$ cat config.mk
export PLATFORM = sky130hd
export DESIGN_NAME = frt_front
export DESIGN_NICKNAME = d
export VERILOG_FILES = /design/src/sv/frt_pkg.sv /design/src/sv/frt_front.sv
export SDC_FILE = /design/constraint.sdc
export NUM_CORES = 1
export LEC_CHECK = 0
export ABC_AREA = 1
export BUFFER_PORTS_ARGS = -buffer_cell sky130_fd_sc_hd__buf_2
export CORE_UTILIZATION = 35
export DETAILED_ROUTE_END_ITERATION = 7
export GPL_TIMING_DRIVEN = 0
export PLACE_DENSITY = 0.81
export SLEW_MARGIN = 5
export SYNTH_ARGS = -nofsm -noshare
export SYNTH_HDL_FRONTEND = slang
export SYNTH_SLANG_ARGS = --single-unit
$ cat constraint.sdc
create_clock -name i_clk -period 5.2 [get_ports i_clk]
set_input_delay 0.52 -clock i_clk [delete_from_list [all_inputs] [get_ports i_clk]]
set_output_delay 0.52 -clock i_clk [all_outputs]
set_load 0.005 [all_outputs]
$ cat src/sv/frt_pkg.sv
// ----------------------------------------------------------------------------
// frt_pkg
// Shared widths, codes and beat types for the flow route table.
// ----------------------------------------------------------------------------
package frt_pkg;

    localparam int TABLE_DEPTH = 64;
    localparam int IDX_W       = $clog2(TABLE_DEPTH);
    localparam int CNT_W       = $clog2(TABLE_DEPTH + 1);
    localparam int HIT_W       = 6;

    localparam int QUEUE_DEPTH = 2;
    localparam int QPTR_W      = $clog2(QUEUE_DEPTH);
    localparam int QCNT_W      = $clog2(QUEUE_DEPTH + 1);

    localparam int S_DATA_W = 88;
    localparam int S_USER_W = 2;
    localparam int M_DATA_W = 64;
    localparam int M_USER_W = 3;

    localparam logic [1:0] MODE_LOOKUP = 2'd0;
    localparam logic [1:0] MODE_ADD    = 2'd1;
    localparam logic [1:0] MODE_CLEAR  = 2'd2;

    typedef enum logic [1:0] {
        OP_LOOKUP,
        OP_ADD,
        OP_CLEAR,
        OP_NOP
    } t_op;

    typedef enum logic [1:0] {
        ST_OK   = 2'd0,
        ST_DUP  = 2'd1,
        ST_FULL = 2'd2,
        ST_MISS = 2'd3
    } t_status;

    typedef enum logic [1:0] {
        S_IDLE,
        S_SCAN,
        S_DONE
    } t_state;

    typedef struct packed {
        t_op         op;
        logic [31:0] dst;
        logic [31:0] src;
        logic [7:0]  proto;
        logic [15:0] hdr;
    } t_cmd;

    typedef struct packed {
        logic [31:0] dst;
        logic [31:0] src;
        logic [7:0]  proto;
        logic [15:0] hdr;
    } t_entry;

    typedef struct packed {
        t_status          status;
        logic             exact;
        logic [HIT_W-1:0] index;
        logic [7:0]       proto;
        logic [15:0]      hdr;
        logic [31:0]      src;
    } t_result;

endpackage

$ cat src/sv/frt_front.sv
// ----------------------------------------------------------------------------
// frt_front
// Input stage: takes a beat, decodes the mode into an operation and holds
// the command until the queue takes it.
// ----------------------------------------------------------------------------
module frt_front
    import frt_pkg::*;
(
    input  logic                i_clk,
    input  logic                i_rst_n,
    input  logic                i_s_tvalid,
    output logic                o_s_tready,
    input  logic [S_DATA_W-1:0] i_s_tdata,  // dst_addr, src_addr, entry_proto, entry_hdr_size
    input  logic [S_USER_W-1:0] i_s_tuser,  // mode
    output logic                o_cmd_vld,
    output t_cmd                o_cmd,
    input  logic                i_cmd_rdy
);

    logic r_vld;
    logic n_vld;
    t_cmd r_cmd;
    t_cmd n_cmd;
    t_op  dec_op;
    logic take;

    always_comb begin
        case (i_s_tuser)
            MODE_LOOKUP: dec_op = OP_LOOKUP;
            MODE_ADD:    dec_op = OP_ADD;
            MODE_CLEAR:  dec_op = OP_CLEAR;
            default:     dec_op = OP_NOP;
        endcase
    end

    assign o_s_tready = !r_vld || i_cmd_rdy;
    assign take       = i_s_tvalid && o_s_tready;

    always_comb begin
        n_vld = r_vld && !i_cmd_rdy;
        n_cmd = r_cmd;
        if (take) begin
            n_vld       = 1'b1;
            n_cmd.op    = dec_op;
            n_cmd.dst   = i_s_tdata[31:0];
            n_cmd.src   = i_s_tdata[63:32];
            n_cmd.proto = i_s_tdata[71:64];
            n_cmd.hdr   = i_s_tdata[87:72];
        end
    end

    always_ff @(posedge i_clk) begin
        if (!i_rst_n) begin
            r_vld <= 1'b0;
        end else begin
            r_vld <= n_vld;
        end
    end

    always_ff @(posedge i_clk) begin
        r_cmd <= n_cmd;
    end

    assign o_cmd_vld = r_vld;
    assign o_cmd     = r_cmd;

endmodule

Word level (Yosys, flattened, before mapping)

Index checks and enable logic that the tools add are counted.

Mux-type cells: 2
Reduce and logical (&&, ||, !) cells: 6
Equality and inequality tests: 2

Operator list:

| kind                                          | number |
|---|---|
| case mux 2 bit (3 select lines)               | 1 |
| == test 2 x 1 -> 1 bit, second input constant | 1 |
| == test 2 bit, second input constant          | 1 |
| logical AND 1 bit                             | 2 |
| logical NOT 1 bit                             | 2 |
| logical NOT 2 bit                             | 1 |
| logical OR 1 bit                              | 1 |
| two-way mux 1 bit                             | 1 |

Flip-flop bits (word level): 91
Bits of input ports: 94

Longest topological paths before layout

Word-level depth: 4
Gate-level depth with buffers: 3

Worst setup path before layout

No wires, ideal clock.

Path kind: input to register
From: input port i_s_tvalid
To: register r_cmd (netlist bit o_cmd[0]), enable pin
Setup slack: -0.295 ns
Library setup time: 0.568 ns
Path buffers: 0
Data required time: 4.632 ns
Cell stages on the path: 2
Data arrival time: 4.927 ns
Path through: inv_1 -> a21oi_1

Cells in the longest elaborated chain, start to end: 1

Ends and longest elaborated chain:

| what                 | RTL line        | source |
|---|---|---|
| start, declared      | frt_front.sv:11 | `input logic i_s_tvalid,` |
| logical AND 1 bit    | frt_front.sv:37 | `assign take = i_s_tvalid && o_s_tready;` |
| named net take       | frt_front.sv:25 | `logic take;` |
| end signal, assigned | frt_front.sv:61 | `r_cmd <= n_cmd;` |
| end, declared        | frt_front.sv:22 | `t_cmd r_cmd;` |

The timed path passes the listed nets, and every way through them passes these cells.
A chain may end at the register's enable or synchronous reset.

Worst setup path after layout

From: register r_vld, in the netlist o_cmd_vld
To: output port o_s_tready

Cells in the longest elaborated chain, start to end: 2

Ends and longest elaborated chain:

| what                   | RTL line        | source |
|---|---|---|
| start, declared        | frt_front.sv:20 | `logic r_vld;` |
| start signal, assigned | frt_front.sv:56 | `r_vld <= n_vld;` |
| logical NOT 1 bit      | frt_front.sv:36 | `assign o_s_tready = !r_vld \|\| i_cmd_rdy;` |
| logical OR 1 bit       | frt_front.sv:36 |  |
| end, declared          | frt_front.sv:12 | `output logic o_s_tready,` |

No other way between the ends.

==> metrics.md <==
| Metric | Value |
|---|---|
| CTS Buf Count | `9` |
| Hold_buf cts | `0` |
| Wire per inst | `approximately 14 um` |
| Core Box Area | `7690 sq um` |
| Antenna viol nets, final | `0` |
| Area of the multi-input gates | `31.3 sq um` |
| CTS Buffer Depth | `2` |
| Seq cells post-synth | `91` |
| Largest net degree at the start of global routing | `32` |
| Hold Slack | `0.341 ns` |
| Max FO, Critical Path | `3` |
| Die height | `approximately 91 um` |
| Final nets | `roughly 400` |
| CP required | `4.68 ns` |
| First-pass GRT wire length | `8320 um` |
| Post-Syn Area | `2760 sq um` |
| Register area | `2720 sq um` |
| Static Leak | `approximately 1.7 nW` |
| TritonRoute pass-1 iters | `6` |
| Syn avg cell area | `27.9 sq um` |
| CTS root buffer | `clkbuf_8` |
| PostCTS Resize Cnt | `0` |
| Die width | `90.8 um` |
| Reg2Reg Setup Slack | `approximately 3.7 ns` |
| Row count | `32` |
| Hold Path Origin | `i_s_tdata[81]` |
| Fin. Hold Viols | `0` |
| F_max | `666 MHz` |
| Max IR drop VDD | `0.000189 V` |
| Initial antenna violation count | `0` |
| Final wirelength | `approximately 5600 um` |
| Max-slew violation count | `0` |
| # diodes | `0` |
| RR Endpoint | `o_cmd[30]$_DFFE_PP_` |
| Synth cell types | `8` |
| Worst setup SP type | `flop` |
| CTS tree | `yes` |
| Status | `finished, final reports clean` |
| IO buf count | `183` |
| Fillers | `660` |
| Die area | `roughly 8200 sq um` |
| Max Cap Viol | `0` |
| Seq/Total Area, Yosys | `between 90 and 100%` |
| Finished Layout Cells | `403` |
| Remaining Overflow, GRT | `0` |
| RSZ-0062 raised after global routing | `no` |
| Placer congestion estimate | `0.714` |
| Clock skew | `roughly 0.006 ns` |
| Syn-to-layout area delta | `47.7%` |
| Critical Path AT | `just under 1 ns` |
| Clock sink total | `between 90 and 100` |
| Hold Path Class | `input pin to flop` |
| Worst Hold End | `o_cmd[9]$_DFFE_PP_` |
| Post CTS Setup Buffer Count | `0` |
| Setup violations, final | `0` |
| Slew @ Worst Pin | `0.386 ns` |
| Top cells by area, synth | `edfxtp_1 98%, dfxtp_1 0.72%, a21oi_2 0.32%` |
| Starting Density | `35.9%` |
| Top-area cell type share of the netlist area | `a little over nine tenths` |
| Pwr Total | `1.43 mW` |
| Fin crit share | `28.9%` |
| Setup crit end kind | `output port` |
| H-tree depth | `3` |
| Final min period | `approximately 1.5 ns` |
| Design area | `4080 sq um` |
| Crit path kind | `flop to output port` |
| Total Routing Usage GR | `approximately 14%` |
| Setup TNS | `0 ns` |
| WHS Path Cells | `1` |
| Worst-Skew Late Latency | `0.34 ns` |
| Share of layout cells above drive strength 1 | `roughly two thirds` |
| Detailed-route via count | `1701` |
| CTS clk-pin slew, worst paths | `~0.090 ns` |
| Dpl cells | `387` |
| Yosys top cell by area | `edfxtp_1` |
| Avg Vias per Cell | `4.22` |
| # DRC | `0` |
| Io pins | `186` |
| Reg-to-Reg Start | `o_cmd_vld$_SDFF_PN0_` |
| Syn Nets | `193` |
| Placed cell areas | `3880 sq um` |
| Power density cells | `352 nW/um^2` |
| Worst R2R Path Depth | `3` |
| Cells after Synth | `99` |
| DR iter-0 viols | `between 50 and 60` |
| Rel. slew slack | `74.2%` |
| Vias in the first global route | `1722` |
| Syn. warnings | `0` |
[report_power, final]
part / internal, mW / switching (mW) / total, mW
sequential: 0.856 / 0.0100 / 0.866
clock: 0.225 / 0.236 / 0.461
combinational: 0.0571 / 0.0507 / 0.108
[cell usage in the layout, fill, tap and decap left out, drive strengths merged]
cell and count:
bufinv 1, clkinv 1, inv 4, nand2 1
clkbuf 13, buf 186, dfxtp 1, clkinvlp 2
edfxtp 90, a21oi 2
[state kept, by name (all words and copies together), names as in the netlist]
| signal | cells |
|---|---|
| o_cmd | 90 |
| o_cmd_vld | 1 |
[cell type report]
class | count | share of cell area, %
sequential | 91 | 66.8
timing repair buffer | 186 | 24.1
clock buffer | 11 | 3.22
tap | 102 | 3.13
clock inverter | 5 | 1.53
multi-input combinational | 3 | 0.767
inverter | 3 | 0.276
buffer | 2 | 0.184
[stage by stage]
stage               util [%]  worst slack (ns)
floorplan                  -              1.58
global placement        49.5             0.713
detailed placement      50.5              3.41
CTS                     53.0              3.67
global route            53.0              3.62
finish                  53.0              3.70
[how the worst max path moves through the flow]
stage | startpoint | to | slack, ns | depth (start not counted)
2_1_floorplan | i_cmd_rdy | o_cmd[0]$_DFFE_PP_ | 1.58 | 2
3_3_place_gp | i_cmd_rdy | o_cmd[55]$_DFFE_PP_ | 0.71 | 3
3_5_place_dp | i_s_tvalid | o_cmd[28]$_DFFE_PP_ | 3.41 | 5
4_1_cts | o_cmd_vld$_SDFF_PN0_ | o_s_tready | 3.67 | 2
5_1_grt | o_cmd_vld$_SDFF_PN0_ | o_cmd[30]$_DFFE_PP_ | 3.62 | 3
6_report | o_cmd_vld$_SDFF_PN0_ | o_s_tready | 3.70 | 2
[synthesized netlist by cell type (all sizes together)]
master   n
clkbuf   2
a21oi    2
edfxtp  90
nand2    1
dfxtp    1
inv      3
[layer usage]
layer  GRT usage [%]  vias to the layer above  wire, um
li1                -                      782         -
met1            16.7                      806      2280
met2            22.2                      103      2810
met3            4.38                       10       456
met4            6.75                        0        87
met5               0                        -         0
[cells by family after synthesis]
| logic type | Yosys count | share of synthesized area [%] |
|---|---|---|
| flip-flops | 91 | 98.6 |
| buffers and inverters | 5 | 0.680 |
| AO/OA/AOI/OAI | 2 | 0.498 |
| AND/OR/NAND/NOR | 1 | 0.227 |
[worst max-delay path: stages (launching register included)]
cell,delay [ns]
dfxtp_1,0.42
nand2_2,0.09
buf_2,0.13
Note: power is estimated with default switching activity, not from simulation.
