`src/sv/frt_pkg.sv`:
```
// ----------------------------------------------------------------------------
// frt_pkg
// Shared widths, codes and beat types for the flow route table.
// ----------------------------------------------------------------------------
package frt_pkg;

    localparam int TABLE_DEPTH = 64;
    localparam int IDX_W       = $clog2(TABLE_DEPTH);
    localparam int CNT_W       = $clog2(TABLE_DEPTH + 1);
    localparam int HIT_W       = 6;

    localparam int QUEUE_DEPTH = 2;
    localparam int QPTR_W      = $clog2(QUEUE_DEPTH);
    localparam int QCNT_W      = $clog2(QUEUE_DEPTH + 1);

    localparam int S_DATA_W = 88;
    localparam int S_USER_W = 2;
    localparam int M_DATA_W = 64;
    localparam int M_USER_W = 3;

    localparam logic [1:0] MODE_LOOKUP = 2'd0;
    localparam logic [1:0] MODE_ADD    = 2'd1;
    localparam logic [1:0] MODE_CLEAR  = 2'd2;

    typedef enum logic [1:0] {
        OP_LOOKUP,
        OP_ADD,
        OP_CLEAR,
        OP_NOP
    } t_op;

    typedef enum logic [1:0] {
        ST_OK   = 2'd0,
        ST_DUP  = 2'd1,
        ST_FULL = 2'd2,
        ST_MISS = 2'd3
    } t_status;

    typedef enum logic [1:0] {
        S_IDLE,
        S_SCAN,
        S_DONE
    } t_state;

    typedef struct packed {
        t_op         op;
        logic [31:0] dst;
        logic [31:0] src;
        logic [7:0]  proto;
        logic [15:0] hdr;
    } t_cmd;

    typedef struct packed {
        logic [31:0] dst;
        logic [31:0] src;
        logic [7:0]  proto;
        logic [15:0] hdr;
    } t_entry;

    typedef struct packed {
        t_status          status;
        logic             exact;
        logic [HIT_W-1:0] index;
        logic [7:0]       proto;
        logic [15:0]      hdr;
        logic [31:0]      src;
    } t_result;

endpackage

```
`src/sv/frt_queue.sv`:
```
// ----------------------------------------------------------------------------
// frt_queue
// Short command queue between the input stage and the table engine.
// ----------------------------------------------------------------------------
module frt_queue
    import frt_pkg::*;
(
    input  logic i_clk,
    input  logic i_rst_n,
    input  logic i_push_vld,
    output logic o_push_rdy,
    input  t_cmd i_push_cmd,
    output logic o_pop_vld,
    input  logic i_pop,
    output t_cmd o_pop_cmd
);

    t_cmd              r_slot [QUEUE_DEPTH];
    logic [QPTR_W-1:0] r_wptr;
    logic [QPTR_W-1:0] n_wptr;
    logic [QPTR_W-1:0] r_rptr;
    logic [QPTR_W-1:0] n_rptr;
    logic [QCNT_W-1:0] r_cnt;
    logic [QCNT_W-1:0] n_cnt;
    logic              push;
    logic              pop;

    assign o_push_rdy = r_cnt != QCNT_W'(QUEUE_DEPTH);
    assign o_pop_vld  = r_cnt != '0;
    assign push       = i_push_vld && o_push_rdy;
    assign pop        = i_pop && o_pop_vld;
    assign o_pop_cmd  = r_slot[r_rptr];

    always_comb begin
        n_wptr = r_wptr;
        n_rptr = r_rptr;
        n_cnt  = r_cnt;
        if (push) begin
            n_wptr = (r_wptr == QPTR_W'(QUEUE_DEPTH - 1)) ? '0 : r_wptr + QPTR_W'(1);
        end
        if (pop) begin
            n_rptr = (r_rptr == QPTR_W'(QUEUE_DEPTH - 1)) ? '0 : r_rptr + QPTR_W'(1);
        end
        if (push && !pop) begin
            n_cnt = r_cnt + QCNT_W'(1);
        end else if (pop && !push) begin
            n_cnt = r_cnt - QCNT_W'(1);
        end
    end

    always_ff @(posedge i_clk) begin
        if (!i_rst_n) begin
            r_wptr <= '0;
            r_rptr <= '0;
            r_cnt  <= '0;
        end else begin
            r_wptr <= n_wptr;
            r_rptr <= n_rptr;
            r_cnt  <= n_cnt;
        end
    end

    always_ff @(posedge i_clk) begin
        if (push) begin
            r_slot[r_wptr] <= i_push_cmd;
        end
    end

endmodule

```
`config.mk`:
```
export PLATFORM = sky130hd
export DESIGN_NAME = frt_queue
export DESIGN_NICKNAME = d
export VERILOG_FILES = /design/src/sv/frt_pkg.sv /design/src/sv/frt_queue.sv
export SDC_FILE = /design/constraint.sdc
export NUM_CORES = 1
export LEC_CHECK = 0
export BUFFER_PORTS_ARGS = -buffer_cell sky130_fd_sc_hd__buf_2
export CAP_MARGIN = 20
export CORE_ASPECT_RATIO = 1.25
export CORE_UTILIZATION = 50
export CTS_CLUSTER_DIAMETER = 120
export DETAILED_ROUTE_END_ITERATION = 16
export PLACE_DENSITY = 0.77
export SLEW_MARGIN = 15
export SYNTH_ARGS = -nofsm -noshare
export SYNTH_HDL_FRONTEND = slang
export SYNTH_SLANG_ARGS = --single-unit
```
`constraint.sdc`:
```
create_clock -name i_clk -period 5.6 [get_ports i_clk]
set_clock_uncertainty 0.05 [all_clocks]
set_input_delay 0 -clock i_clk [delete_from_list [all_inputs] [get_ports i_clk]]
set_output_delay 0 -clock i_clk [all_outputs]
set_load 0.05 [all_outputs]
```
# --- Word-level counts from Yosys, hierarchy flattened ---
# Memories as Yosys holds them, arrays and structs flattened. A register that Yosys moved wholly into a read port is not among the register bits.
# Index checks and enable logic that the tools add are counted.
word_totals:
  ramBits: 180
  out_inout_bits: 92
  mem_count: 1
  elab_cells: 25
  reg_bits: 4
  in_bits: 94
mem_list:
  columns: ["name", "depth", "width", "read_ports", "rd_clocked_by_memory_dff", "write_ports", "line", "rtl"]
  rows:
  - ["r_slot", 2, 90, 1, 1, 1, "frt_queue.sv:18", "t_cmd r_slot [QUEUE_DEPTH];"]
classes:
  n_eq_ne: 1
  mux: 8
  n_reduce_logical: 8
  addsub: 4
op_table:
  columns: ["cell", "n"]
  rows:
  - ["$mux 1", 6]
  - ["$logic_and 1x1->1", 4]
  - ["$mux 2", 2]
  - ["$reduce_bool 2->1", 2]
  - ["$add 1x1->1 const B", 2]
  - ["$add 2x1->2 const B", 1]
  - ["$logic_not 1->1", 2]
  - ["$ne 2x2->1 const B", 1]
  - ["$sub 2x1->2 const B", 1]

# --- Longest topological paths before layout ---
depth:
  ltp_word: 6
  mapped_depth: 6
  ltp_nobuf: 6

# --- Worst setup path after synthesis ---
# No wires, ideal clock.
synth_path:
  path_kind: "register to register"
  start: "register r_cnt[0]"
  end: "memory r_slot[1][0] (netlist bit), enable pin"
  period_less_slack_ns: 3.331
  path_slack_ns: 2.269
  t_arrival_ns: 2.822
  required_time_ns: 5.091
  stages_incl_launch_ff: 3
  setup_time_ns: 0.459
  path_buffers: 0
  cell_sequence: "dfxtp_1 -> nand2b_4 -> and3_1"
synth_via:
  elab_chain_cells: 4
synth_rtl:
  columns: ["element", "line", "rtl"]
  rows:
  - ["start, declared", "frt_queue.sv:23", "logic [QCNT_W-1:0] r_cnt;"]
  - ["start signal, assigned", "frt_queue.sv:59", "r_cnt <= n_cnt;"]
  - ["$ne 2x2->1", "frt_queue.sv:28", "assign o_push_rdy = r_cnt != QCNT_W'(QUEUE_DEPTH);"]
  - ["named net o_push_rdy", "frt_queue.sv:11", "output logic o_push_rdy,"]
  - ["$logic_and 1x1->1", "frt_queue.sv:30", "assign push = i_push_vld && o_push_rdy;"]
  - ["$mux 1", "frt_queue.sv:64", "if (push) begin"]
  - ["$mux 1 (not written as such)", "frt_queue.sv:65", "r_slot[r_wptr] <= i_push_cmd;"]
  - ["end, declared", "frt_queue.sv:18", null]
# The timed path passes the listed nets, and every way through them passes these cells.

# --- Worst setup path in the final report ---
layout_path:
  start: "register r_cnt[0]"
  end: "memory r_slot[1][39] (netlist bit), enable pin"
layout_via:
  elab_chain_cells: 4
layout_rtl:
  columns: ["element", "line"]
  rows:
  - ["$ne 2x2->1", "frt_queue.sv:28"]
  - ["$logic_and 1x1->1", "frt_queue.sv:30"]
  - ["$mux 1", "frt_queue.sv:64"]
  - ["$mux 1 (not written as such)", "frt_queue.sv:65"]
# No other way between the ends.

==> results.ini <==
[synthesis]
ys_types=20
syn-cell-area_um2=6734
synth_xor_area_share_pct=0.3902
synth-compound-area-share_pct=0.5203
synth_top_family_by_area=multiplexers
postSynthNetCount=399
netlist_top_cells_area=edfxtp_1 (80%), mux2_2 (15%), dfxtp_1 (1.5%)
muxShareOfSynthArea_pct=15.05
synth_seq_cells=185
synth_top_area_cell=edfxtp_1
ys_seq_area_share_pct=81.75
synthAdderAreaFrac_pct=0.1858
synthSimpleGateAreaFrac_pct=0.9662
synth_top_area_share_pct=80.27
synthCells=304
syn_avg_cell_area_um2=22.15
yosys_warnings=0

[timing]
rsz0062_at_grt=no
tightest_slew_ns=0.8509
hold_viol=0
fin_crit_ns=2.314
fmax_mhz=432.2
drv_slew=0
finalSetupViolCount=0
max-slew-margin-rel_pct=43.27
period_share_pct=41.32
tns_ns=0

[placed_design]
place_congestion=0.6893
placedCellCount=652
hpwl_um=7078
placed_cell_area_um2=7848
io_buffers=185

[die]
io-pin-count=186
die_area_um2=13940
core_area_um2=13170
die_y_um=131.8
start_util_pct=51.12
rows=47
die_width_um=105.8

[cts]
clock_latency_ns=0.41
cts_buffer_depth=2
cts_resized=0
clk_pin_slew_ns=0.06
htree_levels=4
cts_root_buffer=clkbuf_16
cts_tree=built
cts_buffers=17
clock_sinks=185

[critical_path]
crit_chain=nand2b_4 -> and3_4 -> buf_4
end_kind=flip-flop
critPathLaunchType=flip-flop
crit_fanout=46
r2r_cells=3
critPathArrivalTime_ns=2.31
crit_slowest_cell=buf_4
crit_type=flip-flop to flip-flop
crit_path_max_incr_delay_ns=0.62
required_ns=5.59

[global_routing]
gr-usage-all-layers_pct=18.54
grt_antenna_before_repair=2
first_global_vias=4062
grt-ovfl-total=0
grt_max_degree=91
grt_pass1_wl_um=19360

[detailed_routing]
vias_per_cell=4.850
routed_wl_um=12670
vias=3773
first_pass_iters=4
drt_iter0_drc=95
ant_nets=0
wl_per_cell_um=16.28
drc_errors=0

[hold_path]
hold_depth=4
hold_path_class=primary input to flip-flop

[cells_and_area]
nets=687
drive_gt1_share_pct=51.57
area_delta_synth_final_pct=38.50
layout.cells.non_filler=778
final_area_um2=9326
final_common_cell=buf_2
final_cell_mix=buf_2 (185), edfxtp_1 (180), dlygate4sd3_1 (92), mux2_2 (90), clkbuf_16 (17)

[pwr]
leakage_uw=0.003498
p_total_uw=4477
powerDensity_nw_per_um2=480.0
max-vdd-ir-drop_uv=513.6

[run]
max_cap_violations=0

[status]
status=completed

cells by family after synthesis:
group           count (synthesis)
flops                         185
mux                            90
buf+inv                        11
simple gates                    9
compound gates                  5
xor+xnor                        3
fa+ha+maj                       1
power breakdown:
| part | switching [uW] | total (uW) | internal [uW] |
|---|---|---|---|
| Sequential | 87.9 | 1820 | 1730 |
| Clock | 495 | 1110 | 616 |
| Combinational | 1080 | 1550 | 463 |
stage by stage:
step,utilization (%),hold WS [ns],setup slack [ns]
2_1_floorplan,-,0.04887,2.269
3_3_place_gp,59.37,0.1382,3.372
3_5_place_dp,59.57,0.1411,3.275
4_1_cts,70.74,0.001161,3.266
5_1_grt,70.80,0.03652,3.153
6_report,70.80,0.01383,3.286
worst paths after layout:
kind / slack, ns / startpoint / to
worst max-delay path: 3.29 / r_cnt[0] / r_slot[1][39]
worst min register to register: 0.52 / r_cnt[1] / r_cnt[1]
worst max register to register: 3.29 / r_cnt[0] / r_slot[1][39]
worst min-delay path: 0.01 / i_pop / flip-flop
synth_stat cells, drive strengths merged:
cell	number
a21bo	1
a21boi	2
and2	4
and3	1
buf	10
dfxtp	5
edfxtp	180
ha	1
inv	1
mux2	90
nand2b	1
nand3b	1
o21ai	2
or2	1
or3	1
xnor2	2
xor2	1
timing repair:
item	CTS	global route
hold endpoints to repair	185	0
hold buffers	92	0
endpoints found under the setup margin	0	0
setup buffers	0	0
registers in the layout, summed over array words and instances (netlist names), named ones only:
name	cells
r_slot	180
r_rptr	1
r_wptr	1
r_cnt	2
cell type report:
cell class | count | area (um^2)
clock inverters | 13 | 117.6
diodes | 2 | 5.005
multi-input cells | 108 | 1157
repair buffers | 279 | 1882
inverters | 1 | 8.758
flip-flops and latches | 185 | 5509
well taps | 171 | 214.0
fillers | 804 | 3846
clock buffers | 19 | 432.9
critical path, delay by kind of cell (launching register included):
family | cells | cell delay, ns
simple gates | 2 | 0.79
buf+inv | 1 | 0.62
flops | 1 | 0.42
routing by layer:
layer / up-vias / part of all wire [%] / global-route usage, %
li1: 1788 / - / -
met1: 1837 / 38 / 19.87
met2: 129 / 55 / 34.13
met3: 19 / 4.9 / 5.240
met4: 0 / 2.0 / 7.253
met5: - / 0 / 0
Power figures use the tool's default switching activity.
